<file path="src/rtl/core/kruskal_forest_edge_filter_defines.svh">
// Assertion macros for the Kruskal forest edge filter.
// Included by the top level; depends on nothing else.
`ifndef KRUSKAL_FOREST_EDGE_FILTER_DEFINES_SVH
`define KRUSKAL_FOREST_EDGE_FILTER_DEFINES_SVH

// Same-cycle implication, disabled during reset.
`define KFEF_ASSERT_IMPL(label, clk, rst, ante, cons) \
  label: assert property (@(posedge clk) disable iff (rst) (ante) |-> (cons)) \
    else $error("kfef: same-cycle check failed");

// Next-cycle implication, disabled during reset.
`define KFEF_ASSERT_NEXT(label, clk, rst, ante, cons) \
  label: assert property (@(posedge clk) disable iff (rst) (ante) |=> (cons)) \
    else $error("kfef: next-cycle check failed");

`endif

</file>
<file path="src/rtl/core/kfef_pkg.sv">
// Shared widths, register indexes and reset values of the Kruskal forest edge filter.
// Used by the channel interfaces, the forest store and the top level.
`default_nettype none

package kfef_pkg;

  localparam int CFG_IDX_W  = 1;
  localparam int CFG_DATA_W = 9;
  localparam int NODE_W     = 8;
  localparam int COST_W     = 16;
  localparam int CNT_W      = 16;
  localparam int SUM_W      = 32;
  localparam int RANK_W     = 4;

  localparam logic [CFG_IDX_W-1:0] REG_NODE_COUNT = 1'd0;
  localparam logic [CFG_IDX_W-1:0] REG_TARGET     = 1'd1;

  localparam logic [CFG_DATA_W-1:0] NODE_COUNT_RST = 9'd256;
  localparam logic [CFG_DATA_W-1:0] TARGET_RST     = 9'd1;

  localparam logic [RANK_W-1:0] RANK_MAX = 4'd15;

endpackage

`default_nettype wire

</file>
<file path="src/rtl/core/kfef_if.sv">
// Valid/ready channel interfaces for edge requests and filter results.
// Depends on kfef_pkg.
`default_nettype none

interface kfef_edge_if;
  import kfef_pkg::*;

  logic              valid;
  logic              ready;
  logic              first_edge;
  logic [NODE_W-1:0] node_a;
  logic [NODE_W-1:0] node_b;
  logic [COST_W-1:0] edge_cost;

  modport source (output valid, first_edge, node_a, node_b, edge_cost, input ready);
  modport sink   (input valid, first_edge, node_a, node_b, edge_cost, output ready);
endinterface

interface kfef_result_if;
  import kfef_pkg::*;

  logic             valid;
  logic             ready;
  logic             kept;
  logic [CNT_W-1:0] removed_count;
  logic [SUM_W-1:0] removed_cost_total;

  modport source (output valid, kept, removed_count, removed_cost_total, input ready);
  modport sink   (input valid, kept, removed_count, removed_cost_total, output ready);
endinterface

`default_nettype wire

</file>
<file path="src/rtl/core/kfef_forest_store.sv">
// Union-find parent and rank memory with per-entry valid bits.
// An entry never written since the last clear reads as its own root of rank zero.
// Depends on kfef_pkg.
`default_nettype none

module kfef_forest_store #(
  parameter int DEPTH = 256
) (
  input  logic                                clk,
  input  logic                                rst,
  input  logic                                clear,
  input  logic [$clog2(DEPTH)-1:0]            rd_addr,
  output logic [$clog2(DEPTH)-1:0]            rd_parent,
  output logic [kfef_pkg::RANK_W-1:0]         rd_rank,
  input  logic                                wr_en,
  input  logic [$clog2(DEPTH)-1:0]            wr_addr,
  input  logic [$clog2(DEPTH)-1:0]            wr_parent,
  input  logic [kfef_pkg::RANK_W-1:0]         wr_rank
);
  import kfef_pkg::*;

  localparam int AW = $clog2(DEPTH);

  logic [AW-1:0]     parent_mem [DEPTH];
  logic [RANK_W-1:0] rank_mem   [DEPTH];
  logic [DEPTH-1:0]  valid;

  logic [AW-1:0]     mem_parent_q;
  logic [RANK_W-1:0] mem_rank_q;
  logic [AW-1:0]     addr_q;
  logic              valid_q;

  always_ff @(posedge clk) begin
    if (wr_en) begin
      parent_mem[wr_addr] <= wr_parent;
      rank_mem[wr_addr]   <= wr_rank;
    end
    mem_parent_q <= parent_mem[rd_addr];
    mem_rank_q   <= rank_mem[rd_addr];
    addr_q       <= rd_addr;
  end

  always_ff @(posedge clk) begin
    if (rst || clear) begin
      valid   <= '0;
      valid_q <= 1'b0;
    end else begin
      valid_q <= valid[rd_addr];
      if (wr_en) begin
        valid[wr_addr] <= 1'b1;
      end
    end
  end

  assign rd_parent = valid_q ? mem_parent_q : addr_q;
  assign rd_rank   = valid_q ? mem_rank_q : '0;

endmodule

`default_nettype wire

</file>
<file path="src/rtl/core/kruskal_forest_edge_filter.sv">
// Channel   | Dir | Contents
// ----------+-----+---------------------------------------------------------
// edges     | in  | first_edge, node_a, node_b, edge_cost (sorted by cost)
// results   | out | kept, removed_count, removed_cost_total (one per edge)
// cfg_*     | in  | write port: node_count (index 0), target_components (1)
//
// An edge that needs root walks passes through start, walk A and walk B, then
// link when it joins two trees and bump when the surviving root's rank grows,
// then finishing; the walks make one parent read per cycle from the single
// read port of the forest memory. An edge not walked goes straight to finishing.
// Reset is synchronous; an accepted first_edge clears all valid bits and counters.
// A result waits in the output register and stalls only the finishing step.
//
// Top level: sequencer, counters and forest store. Depends on kfef_pkg, kfef_if,
// kfef_forest_store and kruskal_forest_edge_filter_defines.svh.
`default_nettype none

`include "kruskal_forest_edge_filter_defines.svh"

module kruskal_forest_edge_filter #(
  parameter int MAX_NODES = 256
) (
  input  logic                              clk,
  input  logic                              rst,
  input  logic                              cfg_we,
  input  logic [kfef_pkg::CFG_IDX_W-1:0]    cfg_index,
  input  logic [kfef_pkg::CFG_DATA_W-1:0]   cfg_data,
  kfef_edge_if.sink                         edges,
  kfef_result_if.source                     results
);
  import kfef_pkg::*;

  localparam int NW = $clog2(MAX_NODES);
  localparam int CW = $clog2(MAX_NODES + 1);
  localparam int LW = (CW > CFG_DATA_W) ? CW : CFG_DATA_W;

  typedef enum logic [2:0] {
    S_IDLE,
    S_START,
    S_WALK_A,
    S_WALK_B,
    S_LINK,
    S_BUMP,
    S_FINISH
  } state_t;

  state_t state;

  logic [CFG_DATA_W-1:0] node_count;
  logic [CFG_DATA_W-1:0] target_components;

  logic [NW-1:0]     cur;
  logic [NW-1:0]     node_b_q;
  logic [COST_W-1:0] cost_q;
  logic [NW-1:0]     root_a;
  logic [RANK_W-1:0] rank_a;
  logic [NW-1:0]     root_b;
  logic [RANK_W-1:0] rank_b;
  logic              kept_q;
  logic [LW-1:0]     union_count;
  logic [CNT_W-1:0]  removed_counter;
  logic [SUM_W-1:0]  removed_sum;

  logic              out_valid;
  logic              out_kept;
  logic [CNT_W-1:0]  out_count;
  logic [SUM_W-1:0]  out_sum;

  logic [LW-1:0]     n_ext;
  logic [LW-1:0]     n_eff;
  logic [LW-1:0]     tgt_ext;
  logic [LW-1:0]     limit;
  logic [LW-1:0]     union_eff;
  logic              walk_ok;
  logic              in_accept;

  logic [NW-1:0]     rd_addr;
  logic [NW-1:0]     rd_parent;
  logic [RANK_W-1:0] rd_rank;
  logic              wr_en;
  logic [NW-1:0]     wr_addr;
  logic [NW-1:0]     wr_parent;
  logic [RANK_W-1:0] wr_rank;
  logic              at_root;

  logic [CNT_W-1:0]  counter_next;
  logic [SUM_W:0]    sum_wide;
  logic [SUM_W-1:0]  sum_next;
  logic              out_free;

  always_ff @(posedge clk) begin
    if (rst) begin
      node_count        <= NODE_COUNT_RST;
      target_components <= TARGET_RST;
    end else if (cfg_we) begin
      unique case (cfg_index)
        REG_NODE_COUNT: node_count        <= cfg_data;
        REG_TARGET:     target_components <= cfg_data;
        default:        ;
      endcase
    end
  end

  always_comb begin
    n_ext     = LW'(node_count);
    n_eff     = (n_ext > LW'(MAX_NODES)) ? LW'(MAX_NODES) : n_ext;
    tgt_ext   = LW'(target_components);
    limit     = (tgt_ext < n_eff) ? LW'(n_eff - tgt_ext) : '0;
    union_eff = edges.first_edge ? '0 : union_count;
    walk_ok   = (union_eff < limit) && (LW'(edges.node_a) < n_eff)
                && (LW'(edges.node_b) < n_eff);
  end

  assign edges.ready = (state == S_IDLE);
  assign in_accept   = edges.valid && (state == S_IDLE);
  assign at_root     = (rd_parent == cur);

  always_comb begin
    rd_addr = cur;
    case (state)
      S_WALK_A: rd_addr = at_root ? node_b_q : rd_parent;
      S_WALK_B: rd_addr = rd_parent;
      default:  rd_addr = cur;
    endcase
  end

  always_comb begin
    wr_en     = 1'b0;
    wr_addr   = root_a;
    wr_parent = root_b;
    wr_rank   = rank_a;
    if (state == S_LINK) begin
      wr_en = 1'b1;
      if (rank_a > rank_b) begin
        wr_addr   = root_b;
        wr_parent = root_a;
        wr_rank   = rank_b;
      end
    end else if (state == S_BUMP) begin
      wr_en     = 1'b1;
      wr_addr   = root_b;
      wr_parent = root_b;
      wr_rank   = RANK_W'(rank_b + 1'b1);
    end
  end

  kfef_forest_store #(
    .DEPTH(MAX_NODES)
  ) u_store (
    .clk      (clk),
    .rst      (rst),
    .clear    (in_accept && edges.first_edge),
    .rd_addr  (rd_addr),
    .rd_parent(rd_parent),
    .rd_rank  (rd_rank),
    .wr_en    (wr_en),
    .wr_addr  (wr_addr),
    .wr_parent(wr_parent),
    .wr_rank  (wr_rank)
  );

  always_comb begin
    sum_wide = {1'b0, removed_sum} + (SUM_W + 1)'(cost_q);
    if (kept_q) begin
      counter_next = removed_counter;
      sum_next     = removed_sum;
    end else begin
      counter_next = (&removed_counter) ? removed_counter : CNT_W'(removed_counter + 1'b1);
      sum_next     = sum_wide[SUM_W] ? '1 : sum_wide[SUM_W-1:0];
    end
    out_free = !out_valid || results.ready;
  end

  always_ff @(posedge clk) begin
    if (rst) begin
      state           <= S_IDLE;
      out_valid       <= 1'b0;
      union_count     <= '0;
      removed_counter <= '0;
      removed_sum     <= '0;
      kept_q          <= 1'b0;
    end else begin
      if (results.ready && (state != S_FINISH)) begin
        out_valid <= 1'b0;
      end
      unique case (state)
        S_IDLE: begin
          if (edges.valid) begin
            cur      <= NW'(edges.node_a);
            node_b_q <= NW'(edges.node_b);
            cost_q   <= edges.edge_cost;
            kept_q   <= 1'b0;
            if (edges.first_edge) begin
              union_count     <= '0;
              removed_counter <= '0;
              removed_sum     <= '0;
            end
            state <= walk_ok ? S_START : S_FINISH;
          end
        end
        S_START: begin
          state <= S_WALK_A;
        end
        S_WALK_A: begin
          if (at_root) begin
            root_a <= cur;
            rank_a <= rd_rank;
            cur    <= node_b_q;
            state  <= S_WALK_B;
          end else begin
            cur <= rd_parent;
          end
        end
        S_WALK_B: begin
          if (at_root) begin
            root_b <= cur;
            rank_b <= rd_rank;
            state  <= (cur == root_a) ? S_FINISH : S_LINK;
          end else begin
            cur <= rd_parent;
          end
        end
        S_LINK: begin
          kept_q      <= 1'b1;
          union_count <= LW'(union_count + 1'b1);
          if ((rank_a == rank_b) && (rank_b < RANK_MAX)) begin
            state <= S_BUMP;
          end else begin
            state <= S_FINISH;
          end
        end
        S_BUMP: begin
          state <= S_FINISH;
        end
        S_FINISH: begin
          if (out_free) begin
            removed_counter <= counter_next;
            removed_sum     <= sum_next;
            out_kept        <= kept_q;
            out_count       <= counter_next;
            out_sum         <= sum_next;
            out_valid       <= 1'b1;
            state           <= S_IDLE;
          end
        end
        default: state <= S_IDLE;
      endcase
    end
  end

  assign results.valid              = out_valid;
  assign results.kept               = out_kept;
  assign results.removed_count      = out_count;
  assign results.removed_cost_total = out_sum;

  `KFEF_ASSERT_NEXT(a_busy_after_accept, clk, rst, in_accept, !edges.ready)
  `KFEF_ASSERT_NEXT(a_link_counts_union, clk, rst, state == S_LINK, union_count == LW'($past(union_count) + 1'b1))
  `KFEF_ASSERT_IMPL(a_result_from_finish, clk, rst, $rose(out_valid), $past(state == S_FINISH))
  `KFEF_ASSERT_IMPL(a_write_only_when_linking, clk, rst, wr_en, state == S_LINK || state == S_BUMP)

endmodule

`default_nettype wire
</file>
<file path="src/flat_wrapper.sv">
// flat-port wrapper written by rule: the top's interface ports become plain ports
module kruskal_forest_edge_filter_flat import kfef_pkg::*;
#(
  parameter int MAX_NODES = 256
)
  (clk, rst, cfg_we, cfg_index, cfg_data, edges_valid, edges_first_edge, edges_node_a, edges_node_b, edges_edge_cost, edges_ready, results_valid, results_kept, results_removed_count, results_removed_cost_total, results_ready);
  kfef_edge_if edges_i ();
  kfef_result_if results_i ();
  input  logic clk;
  input  logic rst;
  input  logic cfg_we;
  input  logic [kfef_pkg::CFG_IDX_W-1:0] cfg_index;
  input  logic [kfef_pkg::CFG_DATA_W-1:0] cfg_data;
  input wire logic [$bits(edges_i.valid)-1:0] edges_valid;
  input wire logic [$bits(edges_i.first_edge)-1:0] edges_first_edge;
  input wire logic [$bits(edges_i.node_a)-1:0] edges_node_a;
  input wire logic [$bits(edges_i.node_b)-1:0] edges_node_b;
  input wire logic [$bits(edges_i.edge_cost)-1:0] edges_edge_cost;
  output wire logic [$bits(edges_i.ready)-1:0] edges_ready;
  output wire logic [$bits(results_i.valid)-1:0] results_valid;
  output wire logic [$bits(results_i.kept)-1:0] results_kept;
  output wire logic [$bits(results_i.removed_count)-1:0] results_removed_count;
  output wire logic [$bits(results_i.removed_cost_total)-1:0] results_removed_cost_total;
  input wire logic [$bits(results_i.ready)-1:0] results_ready;
  assign edges_i.valid = edges_valid;
  assign edges_i.first_edge = edges_first_edge;
  assign edges_i.node_a = edges_node_a;
  assign edges_i.node_b = edges_node_b;
  assign edges_i.edge_cost = edges_edge_cost;
  assign edges_ready = edges_i.ready;
  assign results_valid = results_i.valid;
  assign results_kept = results_i.kept;
  assign results_removed_count = results_i.removed_count;
  assign results_removed_cost_total = results_i.removed_cost_total;
  assign results_i.ready = results_ready;
  kruskal_forest_edge_filter #(.MAX_NODES(MAX_NODES)) u_core (.clk(clk), .rst(rst), .cfg_we(cfg_we), .cfg_index(cfg_index), .cfg_data(cfg_data), .edges(edges_i), .results(results_i));
endmodule
</file>
<file path="config.mk">
export PLATFORM = sky130hd
export DESIGN_NAME = kruskal_forest_edge_filter_flat
export DESIGN_NICKNAME = d
export VERILOG_FILES = /design/src/rtl/core/kfef_pkg.sv /design/src/rtl/core/kfef_if.sv /design/src/rtl/core/kfef_forest_store.sv /design/src/rtl/core/kruskal_forest_edge_filter.sv /design/src/flat_wrapper.sv
export VERILOG_INCLUDE_DIRS = /design/src /design/src/rtl/core
export SDC_FILE = /design/constraint.sdc
export NUM_CORES = 2
export LEC_CHECK = 0
export ABC_CLOCK_PERIOD_IN_PS = 12700
export BUFFER_PORTS_ARGS = -buffer_cell sky130_fd_sc_hd__buf_4
export CORE_UTILIZATION = 45
export CTS_CLUSTER_SIZE = 12
export DETAILED_ROUTE_END_ITERATION = 10
export PLACE_DENSITY = 0.69
export SYNTH_ARGS = -nofsm -noshare
export SYNTH_HDL_FRONTEND = slang
export SYNTH_SLANG_ARGS = --single-unit
</file>
<file path="constraint.sdc">
create_clock -name clk -period 12.7 [get_ports clk]
set_input_delay 2.54 -clock clk [delete_from_list [all_inputs] [get_ports clk]]
set_output_delay 2.54 -clock clk [all_outputs]
set_load 0.02 [all_outputs]
</file>
==> key figures <==
Status
  • Status: finished with violations
  • Violated checks: max-capacitance violations, max-slew violations

Global routing
  • Initial antenna violation count: 16
  • Total track usage: 25.4%
  • First-pass GRT wire length: 604000 um
  • Largest net degree at the start of global routing: 196
  • Total global routing overflow: 0
  • Vias in the first global route: between 90k and 100k

Setup path
  • Cell chain of the critical path: mux2_2 -> xor2_1 -> or4_1 -> o21ai_0 -> and3_4 -> buf_4 -> buf_4 -> buf_12 -> and3_1 -> a31oi_1 -> a32o_1 -> a221oi_1 -> o22ai_1 -> o21ai_0 -> nand3_1
  • WP buf/inv: 3
  • Crit-path max cell delay: 1.08 ns
  • CP max FO: 148
  • Startpoint Class: register
  • Crit path max-delay cell type: o21ai_0
  • R2R Setup Slk: 4.87 ns
  • CP required: 13.47 ns
  • Crit end category: register
  • Worst setup path startpoint: u_core.u_store.valid_q$_SDFF_PP0_
  • FF-to-FF Start: u_core.u_store.valid_q$_SDFF_PP0_
  • Worst Setup Path Type: reg2reg
  • Arr. time, crit path: roughly 8.6 ns
  • Crit-path leading delay family: compound AO/OA/AOI/OAI gates

Power and ir drop
  • Maximum vdd ir drop: 0.000245 V
  • Leak: between 50 and 60 nW
  • Power Dens Cells: 222 nW/um^2

Finish
  • Fill cells: 25.9k
  • Multi-input logic area: 36200 um^2
  • Final Net Count: ~12k
  • Synthesis-to-finish area growth: 11.8%
  • Layout cell share with drive strength beyond 1: 8.52%
  • Register area: 103000 um^2
  • Finished Layout Cells: 15.9k

Drt
  • Final WL: 415000 um
  • Antenna viol nets, final: 0
  • Pre-antenna DRT Iters: 6
  • DRC viols: 0
  • Vias per cell: a little over 6
  • Total number of vias: 96.3k
  • Routed length per instance: 26.1 um
  • 1st-iter DRT viols: 13.8k

Clock network
  • TritonCTS clock tree: built
  • CTS buffer count: 359
  • Clk sinks: 3534
  • CTS Root Cell: clkbuf_16
  • Hold bufs inserted after CTS: 0
  • Number of setup buffers added after CTS: 0
  • Clock buffer depth: 4
  • CTS H-tree lvls: 5
  • # resized after CTS: 0
  • Clk slew on worst S/H paths: 0.07 ns
  • Clock Latency Late Sink: 0.98 ns

Placement
  • Placed cell count: 15.3k
  • Routability cong.: 0.909
  • Post-DP HPWL: around 240000 um
  • Port buffer count: 98

Floorplan
  • Initial Util: approximately 45%
  • Die width: approximately 560 um
  • Row count: 205
  • Core box area: 312000 um^2
  • IO Count: 99
  • Die area: 317000 um^2
  • Die height: 563 um

Timing
  • Minimum clock period: between 7 and 8 ns
  • Worst slew pin tran: between 1.5 and 2 ns
  • RSZ-0062 raised after global routing: false
  • Final worst-path cycle share: between 60 and 70%
  • Setup_tns: 0 ns
  • Final setup fails: 0
  • Max-Slew Margin vs Limit: -1.68%
  • Clock Skew: ~0.073 ns
  • Final number of hold-violating endpoints: 0
  • Maximum operating frequency: ~0.13 GHz
  • Final Max Slew Viols: 13

Synth
  • Cell count after synthesis: 11.5k
  • Post-synth top area share: 67.3%
  • Unique masters post-synth: between 60 and 70
  • Yosys top cell by area: edfxtp_1
  • Post-synth EDFFs: between 3k and 4k
  • Synth Cell Area: between 100000 and 150000 um^2
  • Post-synth net total: around 12k
  • Mapped Avg Cell Area: roughly 12 um^2
  • Yosys reg bits: 3534
  • Synth area leaders: edfxtp_1 67%, nand2_1 8.7%, dfxtp_1 5.0%
  • Synth async-reset ratio: 0%
  • Register area share after synthesis: 72.4%
  • Syn. warnings: 0
  • Synth Flop Type: edfxtp_1

Run
  • Max Cap Viol: 1

Min path
  • HP Start: u_core.target_components[5]$_SDFFE_PP0P_
  • Hold WC Path Type: reg2reg
[cell usage after synthesis, types with 4 or more instances]
cell      instances
nor2b_1          21
a211oi_1         11
a211o_1           4
nand2_1        3290
buf_6            13
mux2i_1         178
xor2_1           23
o211ai_1         51
nor2_1          887
edfxtp_1       3177
a21boi_0          5
a22oi_1          48
a221oi_1        138
o21a_1            8
o22ai_1          52
nor4_1            6
clkbuf_1        514
and3_1          462
o221ai_1         27
a31oi_1         454
inv_2             5
a32oi_1          60
a21o_1           24
inv_1            59
nand4_1          34
nor3_1           22
o31ai_1          10
a32o_1          145
or3_1             8
a21oi_1          94
o21ai_0          68
a22o_1           16
nand3_1         719
buf_2           110
buf_1           113
a221oi_2         11
and2_1           17
a311oi_1         15
nand3b_1         26
nand2b_1         26
ha_1             54
xnor2_1          32
dfxtp_1         357
mux2_2           21
o21ai_1          20
[worst paths after layout]
check | to | cells past startpoint
min reg2reg | u_core.target_components[5]$_SDFFE_PP0P_ | 2
max reg2reg | u_core.u_store.mem_rank_q[3]$_DFF_P_ | 15
min | u_core.target_components[5]$_SDFFE_PP0P_ | 2
max | u_core.u_store.mem_rank_q[3]$_DFF_P_ | 15
[metal layers]
metal	vias to the layer above	global-route usage [%]	share of wire, %
met5	-	0	0.015
met4	10	12.8	5.6
met3	1064	5.39	11
met2	5964	39.1	45
met1	47586	34.2	38
li1	41644	-	-
[layout make-up]
cell class	instances	area share, %
flip-flops and latches	3534	64.7
multi-input cells	7117	22.9
clock buffers	526	6.29
well taps	4140	3.27
repair buffers	417	2.12
clock inverters	94	0.557
inverters	65	0.165
diodes	6	0.00948
[worst reg2reg max path: stages (launching register included)]
cell and delay, ns:
dfxtp_1 0.71, mux2_2 0.43, xor2_1 0.18, or4_1 0.66
o21ai_0 0.20, and3_4 0.48, buf_4 0.63, buf_4 0.81
buf_12 0.60, and3_1 0.42, a31oi_1 0.05, a32o_1 0.29
a221oi_1 0.59, o22ai_1 0.35, o21ai_0 1.09, nand3_1 0.19
[metrics by stage]
step | setup slack, ns | area [um^2] | total power [W] | hold slack, ns | util [%]
2_1_floorplan | 2.00 | 142000 | 0.0205 | 0.432 | -
3_3_place_gp | 5.17 | 148000 | 0.0249 | 0.445 | 47.2
3_5_place_dp | 5.15 | 148000 | 0.0250 | 0.455 | 47.2
4_1_cts | 5.10 | 158000 | 0.0348 | 0.462 | 50.7
5_1_grt | 4.82 | 158000 | 0.0362 | 0.484 | 50.7
6_report | 4.87 | 158000 | 0.0351 | 0.463 | 50.7
[placed cells by master (no fill, tap or decap), types with 62 or more instances in the layout]
cell type,instances
a21oi_1,93
a221oi_1,138
a31oi_1,453
a32o_1,145
and3_1,461
buf_4,396
clkbuf_1,138
clkbuf_16,365
dfxtp_1,357
edfxtp_1,3177
mux2i_1,178
nand2_1,3272
nand3_1,719
nor2_1,822
nor2_2,62
o21ai_0,68
[power breakdown]
group | leakage [nW] | internal [W] | switching (W)
registers | 31.4 | 0.0127 | 0.0000715
logic | 18.2 | 0.00336 | 0.00905
clock network | 5.24 | 0.00549 | 0.00442
[logic make-up (layout without fill, tap and decap cells)]
group / after synthesis / in the layout / synth area share, %
AO/OA/AOI/OAI: 1277 / 1277 / 6.57
XOR/XNOR: 55 / 55 / 0.340
adder cells (fa/ha/maj): 56 / 56 / 0.505
buffers and inverters: 818 / 1102 / 2.34
flip-flops: 3534 / 3534 / 72.4
multiplexers: 200 / 200 / 1.44
other: 0 / 6 / 0
AND/OR/NAND/NOR: 5529 / 5529 / 16.4
[sequential cells by signal, summed over array words and instances (netlist names), 9 cells and up]
name / count
u_core.u_store.rank_mem: 1024
u_core.results.removed_cost_total: 32
u_core.u_store.valid: 256
u_core.n_ext: 9
u_core.removed_sum: 32
u_core.results.removed_count: 16
u_core.removed_counter: 16
u_core.union_count: 9
u_core.cost_q: 16
u_core.u_store.parent_mem: 2048
u_core.target_components: 9
No activity file was read; power rests on OpenSTA's default activity.
